<file path="src/hw/rtl/rre_pkg.sv">
// Shared types, register indexes and constants for the RRE rectangle decoder.
// No dependencies; every other file of the decoder imports this package.
package rre_pkg;

  // Configuration register indexes on the write port.
  localparam logic [2:0] REG_PIXEL_SIZE  = 3'd0;
  localparam logic [2:0] REG_MSB_FIRST   = 3'd1;
  localparam logic [2:0] REG_ORIGIN_X    = 3'd2;
  localparam logic [2:0] REG_ORIGIN_Y    = 3'd3;
  localparam logic [2:0] REG_AREA_WIDTH  = 3'd4;
  localparam logic [2:0] REG_AREA_HEIGHT = 3'd5;

  // Pixel size codes.
  localparam logic [1:0] PSIZE_ONE  = 2'd0;
  localparam logic [1:0] PSIZE_TWO  = 2'd1;
  localparam logic [1:0] PSIZE_FOUR = 2'd2;

  // Byte counts of the count field and of the subrectangle geometry.
  localparam logic [4:0] COUNT_BYTES = 5'd4;
  localparam logic [4:0] GEOM_BYTES  = 5'd8;

  // Current configuration as seen by the parser.
  typedef struct packed {
    logic [1:0]  pixel_size_code;
    logic        pixel_msb_first;
    logic [15:0] origin_x;
    logic [15:0] origin_y;
    logic [15:0] area_width;
    logic [15:0] area_height;
  } cfg_t;

  // One fill-box command.
  typedef struct packed {
    logic [16:0] box_x;
    logic [16:0] box_y;
    logic [15:0] box_w;
    logic [15:0] box_h;
    logic [31:0] box_color;
    logic        is_background;
    logic        last_box;
  } box_t;

  // Bytes per pixel for a size code; the unused code means four bytes.
  function automatic logic [4:0] pixel_bytes(input logic [1:0] code);
    logic [4:0] n;
    case (code)
      PSIZE_ONE: n = 5'd1;
      PSIZE_TWO: n = 5'd2;
      default:   n = 5'd4;
    endcase
    return n;
  endfunction

  // Keep only the bytes of the current pixel size.
  function automatic logic [31:0] pixel_mask(input logic [1:0] code, input logic [31:0] v);
    logic [31:0] m;
    case (code)
      PSIZE_ONE: m = {24'd0, v[7:0]};
      PSIZE_TWO: m = {16'd0, v[15:0]};
      default:   m = v;
    endcase
    return m;
  endfunction

endpackage

</file>
<file path="src/hw/rtl/rre_cfg_regs.sv">
// Configuration register file of the RRE rectangle decoder.
// Depends on rre_pkg for the register indexes and the cfg_t type.
module rre_cfg_regs (
  input  logic          clk,
  input  logic          rst,
  input  logic          cfg_write,
  input  logic [2:0]    cfg_index,
  input  logic [15:0]   cfg_data,
  output rre_pkg::cfg_t cfg
);
  import rre_pkg::*;

  cfg_t regs;

  // Writes are registered; indexes beyond the list are ignored.
  always_ff @(posedge clk) begin
    if (rst) begin
      regs.pixel_size_code <= PSIZE_FOUR;
      regs.pixel_msb_first <= 1'b0;
      regs.origin_x        <= '0;
      regs.origin_y        <= '0;
      regs.area_width      <= '0;
      regs.area_height     <= '0;
    end else if (cfg_write) begin
      case (cfg_index)
        REG_PIXEL_SIZE:  regs.pixel_size_code <= cfg_data[1:0];
        REG_MSB_FIRST:   regs.pixel_msb_first <= cfg_data[0];
        REG_ORIGIN_X:    regs.origin_x        <= cfg_data;
        REG_ORIGIN_Y:    regs.origin_y        <= cfg_data;
        REG_AREA_WIDTH:  regs.area_width      <= cfg_data;
        REG_AREA_HEIGHT: regs.area_height     <= cfg_data;
        default: ;
      endcase
    end
  end

  assign cfg = regs;

endmodule

</file>
<file path="src/hw/rtl/rre_parser.sv">
// Byte parser of the RRE payload: count, background pixel, subrectangles.
// Depends on rre_pkg for cfg_t, box_t and the pixel helpers.
module rre_parser (
  input  logic          clk,
  input  logic          rst,
  input  rre_pkg::cfg_t cfg,
  input  logic          take,
  input  logic [7:0]    stream_byte,
  output logic          emit,
  output rre_pkg::box_t box
);
  import rre_pkg::*;

  typedef enum logic [1:0] {
    PH_COUNT      = 2'd0,
    PH_BACKGROUND = 2'd1,
    PH_SUBRECT    = 2'd2
  } phase_t;

  phase_t      phase, phase_next;
  logic [3:0]  byte_index, byte_index_next;
  logic [31:0] remaining, remaining_next;
  logic [31:0] pixel, pixel_next;
  logic [63:0] geom, geom_next;

  logic [4:0]  psize;
  logic [4:0]  idx_inc;
  logic [31:0] pix_shift;
  logic [31:0] pix_g;
  logic [63:0] geom_g;
  logic [31:0] rem_dec;
  logic        done;
  logic        last;

  // Pixel byte merge in either byte order.
  always_comb begin
    if (cfg.pixel_msb_first) begin
      pix_shift = {pixel[23:0], stream_byte};
    end else begin
      case (byte_index[1:0])
        2'd0:    pix_shift = pixel | {24'd0, stream_byte};
        2'd1:    pix_shift = pixel | {16'd0, stream_byte, 8'd0};
        2'd2:    pix_shift = pixel | {8'd0, stream_byte, 16'd0};
        default: pix_shift = pixel | {stream_byte, 24'd0};
      endcase
    end
  end

  assign psize   = pixel_bytes(cfg.pixel_size_code);
  assign idx_inc = {1'b0, byte_index} + 5'd1;
  assign rem_dec = remaining - 32'd1;

  // Next parser state and the box that this byte completes, if any.
  always_comb begin
    phase_next      = phase;
    byte_index_next = idx_inc[3:0];
    remaining_next  = remaining;
    pixel_next      = pixel;
    geom_next       = geom;
    pix_g           = pixel;
    geom_g          = geom;
    done            = 1'b0;
    last            = 1'b0;
    emit            = 1'b0;
    box             = '0;
    case (phase)
      PH_BACKGROUND: begin
        pix_g = pix_shift;
        done  = idx_inc >= psize;
        last  = remaining == 32'd0;
        box.box_x         = {1'b0, cfg.origin_x};
        box.box_y         = {1'b0, cfg.origin_y};
        box.box_w         = cfg.area_width;
        box.box_h         = cfg.area_height;
        box.box_color     = pixel_mask(cfg.pixel_size_code, pix_g);
        box.is_background = 1'b1;
        box.last_box      = last;
        if (done) begin
          emit            = 1'b1;
          byte_index_next = '0;
          phase_next      = last ? PH_COUNT : PH_SUBRECT;
          pixel_next      = '0;
          geom_next       = '0;
        end else begin
          pixel_next = pix_g;
        end
      end
      PH_SUBRECT: begin
        if ({1'b0, byte_index} < psize) begin
          pix_g = pix_shift;
        end else begin
          geom_g = {geom[55:0], stream_byte};
        end
        done = idx_inc >= (psize + GEOM_BYTES);
        last = rem_dec == 32'd0;
        box.box_x         = {1'b0, cfg.origin_x} + {1'b0, geom_g[63:48]};
        box.box_y         = {1'b0, cfg.origin_y} + {1'b0, geom_g[47:32]};
        box.box_w         = geom_g[31:16];
        box.box_h         = geom_g[15:0];
        box.box_color     = pixel_mask(cfg.pixel_size_code, pix_g);
        box.is_background = 1'b0;
        box.last_box      = last;
        if (done) begin
          emit            = 1'b1;
          byte_index_next = '0;
          remaining_next  = rem_dec;
          pixel_next      = '0;
          geom_next       = '0;
          if (last) begin
            phase_next = PH_COUNT;
          end
        end else begin
          pixel_next = pix_g;
          geom_next  = geom_g;
        end
      end
      default: begin
        // Count bytes; the unused phase code behaves the same way.
        remaining_next = {remaining[23:0], stream_byte};
        if (idx_inc >= COUNT_BYTES) begin
          byte_index_next = '0;
          phase_next      = PH_BACKGROUND;
          pixel_next      = '0;
        end
      end
    endcase
  end

  // Parser state advances on every accepted item.
  always_ff @(posedge clk) begin
    if (rst) begin
      phase      <= PH_COUNT;
      byte_index <= '0;
      remaining  <= '0;
      pixel      <= '0;
      geom       <= '0;
    end else if (take) begin
      phase      <= phase_next;
      byte_index <= byte_index_next;
      remaining  <= remaining_next;
      pixel      <= pixel_next;
      geom       <= geom_next;
    end
  end

endmodule

</file>
<file path="src/hw/rtl/rre_out_reg.sv">
// Result register of the RRE decoder with its valid/ready handshake.
// Depends on rre_pkg for the box_t type.
module rre_out_reg (
  input  logic          clk,
  input  logic          rst,
  input  logic          load,
  input  rre_pkg::box_t box_in,
  output logic          free,
  output logic          out_valid,
  input  logic          out_ready,
  output rre_pkg::box_t box_out
);
  import rre_pkg::*;

  logic full;
  box_t held;

  // The register can take a new box when empty or being drained now.
  assign free = !full || out_ready;

  always_ff @(posedge clk) begin
    if (rst) begin
      full <= 1'b0;
    end else begin
      if (full && out_ready) begin
        full <= 1'b0;
      end
      if (load) begin
        full <= 1'b1;
      end
    end
  end

  // Payload has no reset.
  always_ff @(posedge clk) begin
    if (load) begin
      held <= box_in;
    end
  end

  assign out_valid = full;
  assign box_out   = held;

endmodule

</file>
<file path="src/hw/rtl/rre_rectangle_decoder.sv">
// Top level of the RRE rectangle decoder: config registers, parser, result register.
// Depends on rre_pkg, rre_cfg_regs, rre_parser and rre_out_reg.
//
//   channel   direction  handshake            payload
//   input     in         in_valid / in_ready  stream_byte
//   result    out        out_valid/out_ready  box_x box_y box_w box_h box_color
//                                             is_background last_box
//   config    in         cfg_write            cfg_index cfg_data
//
// One byte is taken per cycle while in_ready is high; a byte that completes a
// box puts it in the result register on the same edge, shown in the next cycle.
// Reset is synchronous; it clears the parser and the result valid and loads
// the register defaults. The only stall is a full result register that is
// not being drained; in_ready then drops until out_ready is seen.
module rre_rectangle_decoder (
  input  logic        clk,
  input  logic        rst,
  input  logic        in_valid,
  output logic        in_ready,
  input  logic [7:0]  stream_byte,
  output logic        out_valid,
  input  logic        out_ready,
  output logic [16:0] box_x,
  output logic [16:0] box_y,
  output logic [15:0] box_w,
  output logic [15:0] box_h,
  output logic [31:0] box_color,
  output logic        is_background,
  output logic        last_box,
  input  logic        cfg_write,
  input  logic [2:0]  cfg_index,
  input  logic [15:0] cfg_data
);
  import rre_pkg::*;

  cfg_t cfg;
  box_t box_new;
  box_t box_held;
  logic take;
  logic emit;
  logic free;

  assign in_ready = free;
  assign take     = in_valid && free;

  rre_cfg_regs u_cfg (
    .clk       (clk),
    .rst       (rst),
    .cfg_write (cfg_write),
    .cfg_index (cfg_index),
    .cfg_data  (cfg_data),
    .cfg       (cfg)
  );

  rre_parser u_parser (
    .clk         (clk),
    .rst         (rst),
    .cfg         (cfg),
    .take        (take),
    .stream_byte (stream_byte),
    .emit        (emit),
    .box         (box_new)
  );

  rre_out_reg u_out (
    .clk       (clk),
    .rst       (rst),
    .load      (take && emit),
    .box_in    (box_new),
    .free      (free),
    .out_valid (out_valid),
    .out_ready (out_ready),
    .box_out   (box_held)
  );

  assign box_x         = box_held.box_x;
  assign box_y         = box_held.box_y;
  assign box_w         = box_held.box_w;
  assign box_h         = box_held.box_h;
  assign box_color     = box_held.box_color;
  assign is_background = box_held.is_background;
  assign last_box      = box_held.last_box;

  // An empty result register never blocks the input.
  a_empty_ready: assert property (@(posedge clk) disable iff (rst)
    !out_valid |-> in_ready)
    else $error("input stalled while the result register is empty");

  // A new result only appears after an accepted item.
  a_result_source: assert property (@(posedge clk) disable iff (rst)
    $rose(out_valid) |-> $past(in_valid && in_ready))
    else $error("result appeared without an accepted item");

  // The background box sits exactly at the rectangle origin.
  a_background_origin: assert property (@(posedge clk) disable iff (rst)
    out_valid && is_background |->
      box_x == {1'b0, cfg.origin_x} && box_y == {1'b0, cfg.origin_y})
    else $error("background box not at the rectangle origin");

endmodule

</file>
<file path="config.mk">
export PLATFORM = sky130hd
export DESIGN_NAME = rre_rectangle_decoder
export DESIGN_NICKNAME = d
export VERILOG_FILES = /design/src/hw/rtl/rre_pkg.sv /design/src/hw/rtl/rre_cfg_regs.sv /design/src/hw/rtl/rre_parser.sv /design/src/hw/rtl/rre_out_reg.sv /design/src/hw/rtl/rre_rectangle_decoder.sv
export SDC_FILE = /design/constraint.sdc
export NUM_CORES = 1
export LEC_CHECK = 0
export BUFFER_PORTS_ARGS = -buffer_cell sky130_fd_sc_hd__buf_4
export CORE_UTILIZATION = 25
export DETAILED_ROUTE_END_ITERATION = 10
export SLEW_MARGIN = 20
export SYNTH_ARGS = -nofsm -noshare
export SYNTH_HDL_FRONTEND = slang
export SYNTH_HIERARCHICAL = 1
export SYNTH_SLANG_ARGS = --single-unit
</file>
<file path="constraint.sdc">
create_clock -name clk -period 10.2 [get_ports clk]
set_clock_uncertainty 0.15 [all_clocks]
set_input_delay 1.02 -clock clk [delete_from_list [all_inputs] [get_ports clk]]
set_output_delay 1.02 -clock clk [all_outputs]
set_load 0.05 [all_outputs]
</file>
==> out/metrics.cfg <==
[cts]
root_buffer=clkbuf_16
cts-buffers-inserted=35
clkTransAtPathRegs_ns=0.07
cts.sinks=302
post_cts_resize_count=0
ctsHoldBuffers=0
h-tree-depth=2
cts_buffer_depth=3
clk_latency_ns=0.56
cts_tree=yes
cts_setup_buffers=0

[yosys]
synth_commonest_cells=nand2_1 (316), a21oi_1 (211), dfxtp_1 (202)
netlist.area_leader.share_pct=24.7
synthCells=1927
ys_ff_latch=302
netlist_area_um2=16300
synth_edf_count=100
synth.most_common_cell=nand2_1
syn_area_per_cell_um2=8.48
async_flop_share_pct=0
syn_nets=2013
synthFlopType=dfxtp_1
yosys.area.top_type=dfxtp_1
netlist-cell-type-count=83
synth_warnings=6
synth_area_leaders=dfxtp_1 (25%), edfxtp_1 (18%), nand2_1 (7.3%), a21oi_1 (6.5%), mux2i_1 (5.9%)
synth-seq-area-share_pct=43.1

[global_routing]
grt_pass1_vias=14000
antenna_found_initial=0
grt_pass1_wl_mm=80.2
grt_max_degree=87
gr-total-overflow=0
track_usage_pct=15.2

[floorplanning]
die_area_um2=66400
rows=93
pin_count=134
die_w_um=258
core-area_um2=64500
die_height_um=258
start_util_pct=25.3

[sta]
max_freq_ghz=0.208
finalHoldViolCount=0
rsz0062_at_grt=no
fin_crit_ns=4.81
final.setup.tns_ns=0
worst_slew_pin_slew_ns=1.14
fin_crit_sh_pct=47.1
finalHoldWorstSlack_ns=0.321
slew_headroom_pct=23.9
drv_slew=0
finalSetupViolCount=0

[worst_setup_path]
worstPathArrival_ns=4.98
crit_required_ns=10.37
crit_fanout=54
cp-end-kind=register
reg2reg_depth=18
worstSetupPathType=reg2reg
worstSetupStartpointType=register

[finish]
fin_nets=2062
drive_gt1_share_pct=12.7
area_growth_pct=17.5
fill_cells=6814
n_antenna_cell=0

[detailed_routing]
wl_per_cell_um=18.1
antenna_left=0
first_pass_iters=8
vias_per_cell=5.12
wirelength_mm=51.7
vias=14600
drt_iter0_drc=1524
drc=0

[min_path]
hold_class=reg2reg
holdPathStages=2

[placement]
port_buffers=133
dpl.hpwl_mm=35.1
routabilityCongestion=0.889

[outcome]
status=completed

[flow_run]
cap_violations=0

[power_and_ir_drop]
power.leakage_uw=0.00709
ir_drop_mv=0.0790
power-per-cell-area_nw_per_um2=146

-- flip-flops by register name, indices dropped and copies added (netlist names) --
signal,cells
u_cfg/cfg,67
u_out/box_out,100
u_out/out_valid,1
u_parser/byte_index,4
u_parser/geom,64
u_parser/phase,2
u_parser/pixel,32
u_parser/remaining,32
-- report_power, final --
group	switching, uW	internal [uW]
sequential	21.3	1250
clock	535	776
combinational	142	74.1
total	698	2100
-- metal layers --
metal  vias up  global-route usage, %  share of wire [%]
li1       6919                      -                  -
met1      7008                   20.5                 44
met2       616                   24.6                 47
met3        86                   2.42                6.9
met4         0                   4.96                2.5
met5         -                      0                  0
-- logic make-up after synthesis --
logic type                 synth area share, %
DFF                                       43.1
buffers and inverters                     4.41
xor gates and xnor gates                  1.28
adders and majority gates                 4.23
and+or+nand+nor                           22.5
muxes                                     6.01
AOI/OAI and AO/OA                         18.4
-- path summary, 6_finish.rpt --
check | start | endpoint | slack, ns
setup / recovery | u_cfg/cfg[66]$_SDFFE_PP1P_ | u_out/box_out[96]$_DFFE_PP_ | 5.39
hold / removal | u_parser/geom[9]$_SDFFE_PP0P_ | u_parser/geom[9]$_SDFFE_PP0P_ | 0.32
setup reg to reg | u_cfg/cfg[66]$_SDFFE_PP1P_ | u_out/box_out[96]$_DFFE_PP_ | 5.39
hold reg to reg | u_parser/geom[9]$_SDFFE_PP0P_ | u_parser/geom[9]$_SDFFE_PP0P_ | 0.32
-- cells in the final DEF (no fill, tap or decap), drive strengths merged, types with 8 or more instances in the layout --
cell type  Yosys  layout
xnor2         11      11
a22oi         74      74
nand2        316     316
nand2b        99      99
dfxtp        202     202
o22ai         12      12
nor2b         11      11
nor3          22      22
or4            9       9
o21ai         98      98
mux2i         97      97
inv           26      28
nand3         52      52
buf           31     154
clkbuf       110      47
o31ai         12      12
or3           13      13
o211ai         8       8
clkinv         0      11
a211oi        13      13
or2           10      10
xor2          12      12
a21oi        212     212
ha            52      52
nor2         201     201
edfxtp       100     100
nor4          12      12
-- worst max-delay path, cell delays in order, from the launching register on --
cell,delay [ns]
dfxtp_1,0.40
inv_1,0.08
nand2_1,0.09
ha_1,0.23
nor2b_1,0.13
o21ai_0,0.29
nand2_4,0.24
inv_2,0.37
buf_4,0.61
nand2_1,0.11
nand2_1,0.11
ha_1,0.30
a21o_1,0.19
a21o_1,0.18
a21oi_1,0.16
o31ai_1,0.17
a21o_1,0.22
a211o_1,0.28
a32o_1,0.25
-- stage by stage --
| stage | instances | cell area [um2] | setup WS, ns | total power (uW) | util [%] |
|---|---|---|---|---|---|
| 6_report | 2858 | 19200 | 5.39 | 2800 | 29.8 |
| 5_1_grt | 2858 | 19200 | 5.00 | 2900 | 29.8 |
| 4_1_cts | 2858 | 19200 | 5.42 | 2820 | 29.8 |
| 3_5_place_dp | 2794 | 18000 | 5.43 | 1510 | 27.9 |
| 3_3_place_gp | 2794 | 18000 | 5.51 | 1500 | 27.9 |
| 2_1_floorplan | 1927 | 16300 | 4.77 | 1440 | - |
-- layout make-up --
class | instances | area, um2 | area share, %
Clock buffer | 47 | 1010 | 5.25
Clock inverter | 17 | 183 | 0.952
Inverter | 26 | 97.6 | 0.508
Multi-Input combinational cell | 1457 | 8630 | 45.0
Sequential cell | 302 | 7050 | 36.7
Tap cell | 855 | 1070 | 5.57
Timing Repair Buffer | 154 | 1160 | 6.04
Note: power is estimated with default switching activity, not from simulation.
